File: config.mk
export PLATFORM = sky130hd
export DESIGN_NAME = websocket_client_frame_encoder
export DESIGN_NICKNAME = d
export VERILOG_FILES = /design/src/design/wcfe_pkg.sv /design/src/design/websocket_client_frame_encoder.sv /design/src/design/wcfe_ctrl.sv /design/src/design/wcfe_dp.sv
export SDC_FILE = /design/constraint.sdc
export NUM_CORES = 1
export LEC_CHECK = 0
export BUFFER_PORTS_ARGS = -buffer_cell sky130_fd_sc_hd__clkbuf_2
export CAP_MARGIN = 20
export CORE_AREA = 4 4 136 138
export CTS_CLUSTER_DIAMETER = 80
export DETAILED_ROUTE_END_ITERATION = 10
export DIE_AREA = 0 0 140 142
export GPL_TIMING_DRIVEN = 0
export PLACE_DENSITY = 0.78
export SYNTH_ARGS = -nofsm -noshare
export SYNTH_HDL_FRONTEND = slang
export SYNTH_SLANG_ARGS = --single-unit
File: constraint.sdc
create_clock -name clk -period 5 [get_ports clk]
set_input_delay 0.5 -clock clk [delete_from_list [all_inputs] [get_ports clk]]
set_output_delay 0.5 -clock clk [all_outputs]
set_load 0.03 [all_outputs]
File: src/design/wcfe_pkg.sv
`timescale 1ns / 1ps
// ----------------------------------------------------------------------------
// wcfe_pkg
// Shared types and constants for the client frame encoder.
// ----------------------------------------------------------------------------
package wcfe_pkg;

	localparam int LEN_W = 63;
	localparam int KEY_W = 32;

	// input item kinds
	localparam logic OP_BEGIN   = 1'b0;
	localparam logic OP_PAYLOAD = 1'b1;

	localparam logic [7:0]       FIN_BIT   = 8'h80;
	localparam logic [7:0]       MASK_BIT  = 8'h80;
	localparam logic [6:0]       LEN7_MAX  = 7'd125;
	localparam logic [6:0]       ESC_LEN16 = 7'd126;
	localparam logic [6:0]       ESC_LEN64 = 7'd127;
	localparam logic [LEN_W-1:0] LEN16_MAX = LEN_W'(65535);

	// last header byte index for each length form
	localparam logic [3:0] HDR_LAST_SHORT = 4'd5;
	localparam logic [3:0] HDR_LAST_MED   = 4'd7;
	localparam logic [3:0] HDR_LAST_LONG  = 4'd13;
	// first key byte index for each length form
	localparam logic [3:0] KEY_POS_SHORT  = 4'd2;
	localparam logic [3:0] KEY_POS_MED    = 4'd4;
	localparam logic [3:0] KEY_POS_LONG   = 4'd10;
	// big-endian 64-bit length: header byte 2 holds length byte 7
	localparam logic [3:0] LEN64_TOP_POS  = 4'd9;
	localparam logic [3:0] LEN16_TOP_POS  = 4'd3;

	typedef enum logic [1:0] {
		LEN_SHORT,
		LEN_MED,
		LEN_LONG
	} len_form_t;

	typedef enum logic {
		ST_IDLE,
		ST_HEADER
	} ctrl_state_t;

	typedef struct packed {
		logic begin_load;
		logic pay_load;
		logic hdr_emit;
	} ctrl_cmd_t;

	typedef struct packed {
		logic out_free;
		logic hdr_last;
	} dp_status_t;

endpackage

File: src/design/websocket_client_frame_encoder.sv
`timescale 1ns / 1ps
// ----------------------------------------------------------------------------
// websocket_client_frame_encoder
// Masked client frame encoder producing one encoded byte per output beat.
// ----------------------------------------------------------------------------
// Input channel (in_valid/in_ready): a begin beat (opcode 0) carries frame
// type, payload length and masking key; a payload beat (opcode 1) carries one
// byte. Output channel (out_valid/out_ready) carries one frame byte per beat
// with last_of_item, frame_done and error flags.
// A begin beat yields a 6, 8 or 14 byte header, one byte per cycle from the
// header sequencer while the output is not stalled; the next input beat is
// taken after the last header byte is loaded.
// A payload beat is masked and loaded into the output register in the cycle
// it is taken; one beat per cycle is sustained while the receiver keeps
// out_ready high. A payload beat with no open frame returns a single error
// beat and leaves the frame state alone.
// When the receiver stalls, the output register holds its beat and in_ready
// drops until that beat is taken. Reset clears the open frame, stored key,
// key index and output valid.
// ----------------------------------------------------------------------------
module websocket_client_frame_encoder (
	input  logic                       clk,
	input  logic                       arst_n,
	input  logic                       in_valid,
	output logic                       in_ready,
	input  logic                       opcode,
	input  logic [3:0]                 frame_type,
	input  logic [wcfe_pkg::LEN_W-1:0] payload_length,
	input  logic [wcfe_pkg::KEY_W-1:0] masking_key,
	input  logic [7:0]                 payload_byte,
	output logic                       out_valid,
	input  logic                       out_ready,
	output logic [7:0]                 out_byte,
	output logic                       last_of_item,
	output logic                       frame_done,
	output logic                       error
);

	wcfe_pkg::ctrl_cmd_t  cmd;
	wcfe_pkg::dp_status_t status;

	wcfe_ctrl u_ctrl (
		.clk      (clk),
		.arst_n   (arst_n),
		.in_valid (in_valid),
		.opcode   (opcode),
		.in_ready (in_ready),
		.status   (status),
		.cmd      (cmd)
	);

	wcfe_dp u_dp (
		.clk            (clk),
		.arst_n         (arst_n),
		.cmd            (cmd),
		.status         (status),
		.frame_type     (frame_type),
		.payload_length (payload_length),
		.masking_key    (masking_key),
		.payload_byte   (payload_byte),
		.out_valid      (out_valid),
		.out_ready      (out_ready),
		.out_byte       (out_byte),
		.last_of_item   (last_of_item),
		.frame_done     (frame_done),
		.error          (error)
	);

endmodule

File: src/design/wcfe_ctrl.sv
`timescale 1ns / 1ps
// ----------------------------------------------------------------------------
// wcfe_ctrl
// Sequencer: takes items while idle, walks the header bytes after a begin.
// ----------------------------------------------------------------------------
module wcfe_ctrl (
	input  logic                clk,
	input  logic                arst_n,
	input  logic                in_valid,
	input  logic                opcode,
	output logic                in_ready,
	input  wcfe_pkg::dp_status_t status,
	output wcfe_pkg::ctrl_cmd_t  cmd
);

	wcfe_pkg::ctrl_state_t state_q, state_d;

	always_ff @(posedge clk or negedge arst_n) begin
		if (!arst_n) begin
			state_q <= wcfe_pkg::ST_IDLE;
		end else begin
			state_q <= state_d;
		end
	end

	always_comb begin
		state_d        = state_q;
		in_ready       = 1'b0;
		cmd.begin_load = 1'b0;
		cmd.pay_load   = 1'b0;
		cmd.hdr_emit   = 1'b0;
		case (state_q)
			wcfe_pkg::ST_IDLE: begin
				in_ready = status.out_free;
				if (in_valid && status.out_free) begin
					if (opcode == wcfe_pkg::OP_BEGIN) begin
						cmd.begin_load = 1'b1;
						state_d        = wcfe_pkg::ST_HEADER;
					end else begin
						cmd.pay_load = 1'b1;
					end
				end
			end
			wcfe_pkg::ST_HEADER: begin
				cmd.hdr_emit = status.out_free;
				if (status.out_free && status.hdr_last) begin
					state_d = wcfe_pkg::ST_IDLE;
				end
			end
			default: begin
				state_d = wcfe_pkg::ST_IDLE;
			end
		endcase
	end

endmodule

File: src/design/wcfe_dp.sv
`timescale 1ns / 1ps
// ----------------------------------------------------------------------------
// wcfe_dp
// Frame state, header byte selection, payload masking and output register.
// ----------------------------------------------------------------------------
module wcfe_dp (
	input  logic                       clk,
	input  logic                       arst_n,
	input  wcfe_pkg::ctrl_cmd_t        cmd,
	output wcfe_pkg::dp_status_t       status,
	input  logic [3:0]                 frame_type,
	input  logic [wcfe_pkg::LEN_W-1:0] payload_length,
	input  logic [wcfe_pkg::KEY_W-1:0] masking_key,
	input  logic [7:0]                 payload_byte,
	output logic                       out_valid,
	input  logic                       out_ready,
	output logic [7:0]                 out_byte,
	output logic                       last_of_item,
	output logic                       frame_done,
	output logic                       error
);

	logic [wcfe_pkg::LEN_W-1:0] bytes_left_q;
	logic [wcfe_pkg::LEN_W-1:0] len_q;
	logic [wcfe_pkg::KEY_W-1:0] key_q;
	logic [3:0]                 type_q;
	logic [1:0]                 key_index_q;
	logic                       frame_open_q;
	logic                       len_zero_q;
	wcfe_pkg::len_form_t        form_q;
	logic [3:0]                 hdr_idx_q;

	logic       out_valid_q;
	logic [7:0] out_byte_q;
	logic       last_q;
	logic       done_q;
	logic       err_q;

	wcfe_pkg::len_form_t form_in;
	logic [7:0]          hdr_byte;
	logic [3:0]          hdr_last_idx;
	logic [3:0]          key_pos;
	logic [3:0]          key_off;
	logic [3:0]          len_sel;
	logic [63:0]         len_shifted;
	logic                in_key;
	logic                last_payload;

	function automatic logic [7:0] key_byte(input logic [31:0] key, input logic [1:0] j);
		logic [31:0] sh;
		sh = key << {j, 3'b000};
		return sh[31:24];
	endfunction

	always_comb begin
		if (payload_length <= wcfe_pkg::LEN_W'(wcfe_pkg::LEN7_MAX)) begin
			form_in = wcfe_pkg::LEN_SHORT;
		end else if (payload_length <= wcfe_pkg::LEN16_MAX) begin
			form_in = wcfe_pkg::LEN_MED;
		end else begin
			form_in = wcfe_pkg::LEN_LONG;
		end
	end

	// header byte for the current index
	always_comb begin
		case (form_q)
			wcfe_pkg::LEN_SHORT: begin
				hdr_last_idx = wcfe_pkg::HDR_LAST_SHORT;
				key_pos      = wcfe_pkg::KEY_POS_SHORT;
				len_sel      = wcfe_pkg::LEN16_TOP_POS - hdr_idx_q;
			end
			wcfe_pkg::LEN_MED: begin
				hdr_last_idx = wcfe_pkg::HDR_LAST_MED;
				key_pos      = wcfe_pkg::KEY_POS_MED;
				len_sel      = wcfe_pkg::LEN16_TOP_POS - hdr_idx_q;
			end
			default: begin
				hdr_last_idx = wcfe_pkg::HDR_LAST_LONG;
				key_pos      = wcfe_pkg::KEY_POS_LONG;
				len_sel      = wcfe_pkg::LEN64_TOP_POS - hdr_idx_q;
			end
		endcase
		key_off     = hdr_idx_q - key_pos;
		in_key      = (hdr_idx_q >= key_pos);
		len_shifted = {1'b0, len_q} >> {len_sel[2:0], 3'b000};
		if (hdr_idx_q == 4'd0) begin
			hdr_byte = wcfe_pkg::FIN_BIT | {4'h0, type_q};
		end else if (hdr_idx_q == 4'd1) begin
			case (form_q)
				wcfe_pkg::LEN_SHORT: hdr_byte = wcfe_pkg::MASK_BIT | {1'b0, len_q[6:0]};
				wcfe_pkg::LEN_MED:   hdr_byte = wcfe_pkg::MASK_BIT | {1'b0, wcfe_pkg::ESC_LEN16};
				default:             hdr_byte = wcfe_pkg::MASK_BIT | {1'b0, wcfe_pkg::ESC_LEN64};
			endcase
		end else if (in_key) begin
			hdr_byte = key_byte(key_q, key_off[1:0]);
		end else begin
			hdr_byte = len_shifted[7:0];
		end
	end

	assign last_payload    = (bytes_left_q == wcfe_pkg::LEN_W'(1));
	assign status.out_free = !out_valid_q || out_ready;
	assign status.hdr_last = (hdr_idx_q == hdr_last_idx);

	always_ff @(posedge clk or negedge arst_n) begin
		if (!arst_n) begin
			bytes_left_q <= '0;
			key_q        <= '0;
			key_index_q  <= '0;
			frame_open_q <= 1'b0;
			hdr_idx_q    <= '0;
			out_valid_q  <= 1'b0;
		end else begin
			if (cmd.begin_load) begin
				bytes_left_q <= payload_length;
				key_q        <= masking_key;
				key_index_q  <= '0;
				frame_open_q <= (payload_length != '0);
				hdr_idx_q    <= '0;
			end else if (cmd.pay_load && frame_open_q) begin
				bytes_left_q <= bytes_left_q - wcfe_pkg::LEN_W'(1);
				key_index_q  <= key_index_q + 2'd1;
				if (last_payload) begin
					frame_open_q <= 1'b0;
				end
			end else if (cmd.hdr_emit) begin
				hdr_idx_q <= hdr_idx_q + 4'd1;
			end
			if (cmd.pay_load || cmd.hdr_emit) begin
				out_valid_q <= 1'b1;
			end else if (out_ready) begin
				out_valid_q <= 1'b0;
			end
		end
	end

	// frame parameter and output registers
	always_ff @(posedge clk) begin
		if (cmd.begin_load) begin
			len_q      <= payload_length;
			type_q     <= frame_type;
			form_q     <= form_in;
			len_zero_q <= (payload_length == '0);
		end
		if (cmd.pay_load) begin
			if (frame_open_q) begin
				out_byte_q <= payload_byte ^ key_byte(key_q, key_index_q);
				last_q     <= 1'b1;
				done_q     <= last_payload;
				err_q      <= 1'b0;
			end else begin
				out_byte_q <= 8'h00;
				last_q     <= 1'b1;
				done_q     <= 1'b0;
				err_q      <= 1'b1;
			end
		end else if (cmd.hdr_emit) begin
			out_byte_q <= hdr_byte;
			last_q     <= status.hdr_last;
			done_q     <= status.hdr_last && len_zero_q;
			err_q      <= 1'b0;
		end
	end

	assign out_valid    = out_valid_q;
	assign out_byte     = out_byte_q;
	assign last_of_item = last_q;
	assign frame_done   = done_q;
	assign error        = err_q;

endmodule
Yosys cells after proc, flatten, opt, wreduce, memory -nomap -nowiden
Index checks and enable logic that the tools add are counted.
W data, S select, Z words.

cells by class
  add/subtract/negate cells = 6
  multiply operators = 0
  divide/modulo/power cells = 0
  order comparisons = 3
  equality and inequality tests = 5
  shift-type cells = 3
  muxes and demuxes = 38
  bitwise gates (word level) = 2
  reductions and logical operators = 19

operator list
  cell                     count
  $mux W63                 2
  $shl A32 B5 Y32          2
  $eq A63 B1 Y1 const B    1
  $le A63 B16 Y1 const B   1
  $le A63 B7 Y1 const B    1
  $logic_not A63 Y1        1
  $reduce_bool A63 Y1      1
  $shr A63 B6 Y8           1
  $sub A63 B1 Y63 const B  1
  $mux W8                  6
  $mux W1                  17
  $pmux W4 S2              2
  $pmux W7 S2              1
  $mux W4                  3
  $mux W2                  5
  $reduce_bool A2 Y1       5
  $xor A8 B8 Y8            1
  $add A4 B1 Y4 const B    1
  $eq A4 B1 Y1 const B     1
  $eq A4 B4 Y1             1
  $ge A4 B4 Y1             1
  $logic_and A1 B1 Y1      4
  $logic_not A4 Y1         1
  $reduce_and A2 Y1        2
  other kinds (13)         14

storage, ports and cells
  flip-flop bits (word level) = 185
  bits in latches = 0
  RAM bits = 0
  ROM bits = 0
  input port bits = 112
  output and inout port bits = 13
  logic and storage cells = 91
  memories = 0

Depth between registers and ports, before layout
  word-level depth = 9
  depth in mapped cells = 11
  depth with buffers taken out = 9

Hierarchy
From an unflattened synthesis, not the netlist that was laid out.

second synthesis, totals
  cell total of the unflattened synthesis = 801
  area total of the unflattened synthesis = 9401.5 um^2

by module, submodules not included
  module     times used  cells an instance  area each (um^2)  sequential area each (um^2)
  wcfe_dp    1           794                9326.4            4999.8
  wcfe_ctrl  1           7                  75.1              25.0

Worst setup path after synthesis
No wires, ideal clock.

  path type = input port to flip-flop
  start = input port in_valid
  end = register u_dp.form_q[0] (enable)
  library setup time = 0.461 ns
  arrival time = 3.266 ns
  required time = 4.539 ns
  slack = 1.273 ns
  stages = 5
  buffers on the path = 2
  cells stage by stage = nor2b_1 > nand3_1 > inv_1 > clkbuf_1 > buf_1

RTL lines
  item                    line                                  source
  start: declaration      websocket_client_frame_encoder.sv:24  input logic in_valid,
  end signal: assignment  wcfe_dp.sv:143                        form_q <= form_in;
  end: declaration        wcfe_dp.sv:30                         wcfe_pkg::len_form_t form_q;

Worst setup path after layout
  start = register u_dp.form_q[1]
  end = register u_dp.out_byte_q[0] (netlist: u_dp.out_byte[0]) (data pin)

between the ends
  word-level cells in the longest chain between the ends = 9
  elaborated cells between the ends (all ways) = 15
  those cells by class = add/sub: 1; order compare: 1; eq/ne: 1; shift: 2; mux: 8; reduce/logical: 2

RTL lines
  item                                                      line                          source
  $eq A2 B1 Y1 / $logic_not A2 Y1 (equally long branches)   wcfe_dp.sv:67, wcfe_dp.sv:90
  $pmux W4 S2 / $reduce_or A2 Y1 (equally long branches)    --
  $sub A2 B2 Y2 / $mux W3 (equally long branches)           --
  $shl A32 B5 Y32 / $shr A63 B6 Y8 (equally long branches)  wcfe_dp.sv:51, wcfe_dp.sv:86
  $mux W8                                                   wcfe_dp.sv:95                 end else if (in_key) begin
  $mux W8 *                                                 wcfe_dp.sv:89                 end else if (hdr_idx_q == 4'd1) begin
  $mux W8 *                                                 wcfe_dp.sv:87                 if (hdr_idx_q == 4'd0) begin
  $mux W8 *                                                 wcfe_dp.sv:158                end else if (cmd.hdr_emit) begin
  $mux W8 *                                                 wcfe_dp.sv:146                if (cmd.pay_load) begin
  end signal: assignment                                    wcfe_dp.sv:148                out_byte_q <= payload_byte ^ key_byte(key_q, key_index_q);
  end signal: assignment                                    wcfe_dp.sv:159                out_byte_q <= hdr_byte;
  end: declaration                                          wcfe_dp.sv:34                 logic [7:0] out_byte_q;

Mark *: on every way between the ends. The rest lies on a longest branch, timed or not. The select of a mux whose other input is x is not followed.
A chain may end at the register's enable or synchronous reset.

==> metrics.md <==
| Metric | Value |
|---|---|
| Outcome | finished, final reports clean |
| Starting Density | 54.86% |
| Sum Neg Setup Slack | 0 ns |
| Rel. slew slack | 31.70% |
| Fraction of layout cells with a size suffix above 1 | 20.25% |
| Met1 wire length | 10950 um |
| Most frequent cell after synthesis | nand2_1 |
| Slew Limit Fails | 0 |
| Total Die Area | 19880 um2 |
| Maximum VDD drop | 0.0003539 V |
| Tcrit/Tclk final | 71.17% |
| Critical R2R Launch | u_dp.form_q[1] |
| Crit path to | u_dp.out_byte[0] |
| First DRT Iteration DRCs | 1349 |
| First-pass GRT wire length | 45300 um |
| TritonCTS clock tree | built |
| Num CTS Buffers | 17 |
| Clock Tree Buf Depth | 2 |
| Design area | 10920 um2 |
| Met2 Routed Length | 14290 um |
| Area Overhead vs Synth | 15.88% |
| Critical path required time | 5.18 ns |
| Synthesized Nets | 1001 |
| Worst skew pair latency | 0.44 ns |
| Register-to-Register Path Depth | 8 |
| Reg2Reg Setup Slack | 1.44 ns |
| Top Metal Used | met4 |
| Async S/R FF share, synth | 56.22% |
| GRT Overall Usage | 30.10% |
| Via Count | 8254 |
| Levels on crit path | 8 |
| Post-synth top area share | 27.62% |
| IO buf count | 124 |
| DP Wirelength | 21820 um |
| # nets final | 1146 |
| Post-synthesis sequential area ratio | 53.33% |
| Ant. Diodes | 0 |
| Synth unique cells | 66 |
| Maximum fanout along the worst path | 10 |
| Top Family by Delay on Critical Path | buffers and inverters |
| Placer congestion estimate | 1.001 |
| Total congestion overflow | 0 |
| Worst setup margin | 1.442 ns |
| Postcts setup bufs | 0 |
| Clk root buf | clkbuf_16 |
| Site Rows | 48 |
| Slew @ Worst Pin | 1.015 ns |
| Bufs and invs on worst path | 2 |
| Max cap viols | 0 |
| Initial antenna violation count | 0 |
| Clock H-tree levels | 4 |
| Wirelength, routed | 29800 um |
| Ys flop type | dfrtp_1 |
| Final antenna-violating net count | 0 |
| Fmax | 281.0 MHz |
| Pre-CTS WS | 1.438 ns |
| Post-synth top cells | 177 x nand2_1, 104 x dfrtp_1, 80 x edfxtp_1 |
| Hold buffer count at CTS | 0 |
| Metal3 WL | 3443 um |
| Largest net degree at the start of global routing | 105 |
| Die width | 140 um |
| Crit path DAT | 3.74 ns |
| Crit-path slowest cell | clkbuf_1 |
| CP Capture Type | register |
| Total Power | 6.159 mW |
| RSZ-0062 raised after global routing | no |
| Leading area contributor after synthesis | dfrtp_1 |
| Startpoint Class | register |
| Clk sinks | 185 |
| Avg Vias per Cell | 6.540 |
| Skew final | 0.009450 ns |
| CP startpoint | u_dp.form_q[1] |
| Synth Warn # | 0 |
| Die Y | 142 um |
| Post-synth EDFFs | 80 |
| Post_cts resized | 0 |
| Tmin final | 3.558 ns |
| Syn avg cell area | 10.72 um2 |
| IO Pins | 125 |
| Post-Syn Area | 9423 um2 |
| Hold slack | 0.1618 ns |
| Vias in the first global route | 7844 |
| Post-synthesis instance total | 879 |
| Worst path max stage delay | 0.64 ns |
| HP Class | in2async |
| R2r endpoint | u_dp.out_byte[0] |
| Crit-path cells | xnor2_1, clkbuf_1, buf_1, mux4_2, mux2i_1, nor2_1, a21oi_1, o21ai_0 |
| WL per Instance | 23.61 um |
| Drt pass-1 iters | 7 |
| Critical path class | reg2reg |
| Seq cells post-synth | 185 |
| Core area | 17180 um2 |
| CTS clk-pin slew, worst paths | 0.07 ns |
| Area after DPL | 10350 um2 |
| Largest cells by area after synthesis | dfrtp_1 28%, edfxtp_1 25%, nand2_1 7.1%, mux4_2 6.0%, nand3_1 2.8% |
| Setup violators final | 0 |
| Leak | 4.413 nW |
| DRC viols | 0 |
| Final Hold Fails | 0 |
| Pwr per Cell Area | 564.0 nW/um2 |
## worst reg2reg max path, delay by kind of cell, from the launching register on
family,cells,cell delay [ns]
multiplexers,2,0.59
buffers and inverters,2,1.28
AND/OR/NAND/NOR,1,0.05
flip-flops,1,0.48
AO/OA/AOI/OAI,2,0.28
XOR/XNOR,1,0.60
## power breakdown
group	leakage (nW)	internal (mW)	total, mW	switching [mW]
combinational	2.10	0.982	2.32	1.34
sequential	2.04	2.10	2.55	0.448
clock	0.280	0.657	1.29	0.634
total	4.41	3.74	6.16	2.42
## registers in the layout, summed over array words and instances (netlist names)
name and count:
u_dp.len_q 63, u_dp.key_q 32, u_dp.frame_open_q 1, u_dp.key_index_q 2, u_dp.form_q 2, u_dp.bytes_left_q 63, u_dp.hdr_idx_q 4, u_dp.type_q 4
u_dp.len_zero_q 1, u_ctrl.state_q 1, u_dp.frame_done 1, u_dp.last_of_item 1, u_dp.out_byte 8, u_dp.error 1, u_dp.out_valid 1
## cells in the final DEF (no fill, tap or decap), drive strengths merged, types with 10 or more instances in the layout
master	netlist	routed
clkbuf	33	175
nor2	39	39
nor3	24	24
o21ai	41	41
a21oi	20	20
buf	14	15
a221o	12	12
ha	10	10
or3	15	15
dfrtp	104	104
a22oi	16	16
nand2	177	177
o311ai	19	19
mux4	25	25
edfxtp	80	80
or4	12	12
mux2i	19	19
nor4	39	39
o211ai	21	21
inv	13	21
nand3	52	52
## worst min-delay path by stage
stage	from	end	slack [ns]	cells after the start
2_1_floorplan	arst_n	u_ctrl.state_q	0.20	0
3_3_place_gp	u_dp.key_q[2]	u_dp.key_q[2]	0.47	2
3_5_place_dp	u_dp.last_of_item	u_dp.last_of_item	0.48	2
4_1_cts	arst_n	u_dp.bytes_left_q[11]	0.21	1
5_1_grt	frame_type[1]	u_dp.type_q[1]	0.23	1
6_report	arst_n	u_dp.bytes_left_q[13]	0.16	1
## metal layers
layer,global-route usage [%],up-vias
li1,-,3648
met1,40.43,3945
met2,48.06,563
met3,6.317,98
met4,13.11,0
met5,0,-
## layout make-up
| class | instances | area [um2] |
|---|---|---|
| clock buffer | 17 | 425.4 |
| multi-input combinational | 633 | 4116 |
| inverter | 13 | 48.80 |
| sequential | 185 | 5025 |
| tap | 225 | 281.5 |
| timing repair buffer | 126 | 654.4 |
| fill | 1431 | 6257 |
| buffer | 48 | 234.0 |
| clock inverter | 15 | 133.9 |
## kinds of logic (layout without fill, tap and decap cells)
group | count (synthesis) | in the layout | share of synthesized area (%)
adder cells (fa/ha/maj) | 10 | 10 | 1.328
AND/OR/NAND/NOR | 398 | 398 | 20.34
multiplexers | 45 | 45 | 8.113
AO/OA/AOI/OAI | 165 | 165 | 12.51
flip-flops | 185 | 185 | 53.33
buffers and inverters | 61 | 219 | 2.988
XOR/XNOR | 15 | 15 | 1.394
## through the flow
| stage | instances | utilization (%) |
|---|---|---|
| 6_report | 1262 | 63.57 |
| 5_1_grt | 1262 | 63.57 |
| 4_1_cts | 1261 | 63.54 |
| 3_5_place_dp | 1229 | 60.29 |
| 3_3_place_gp | 1228 | 60.11 |
| 2_1_floorplan | 879 | - |
Note: power is estimated with default switching activity, not from simulation.
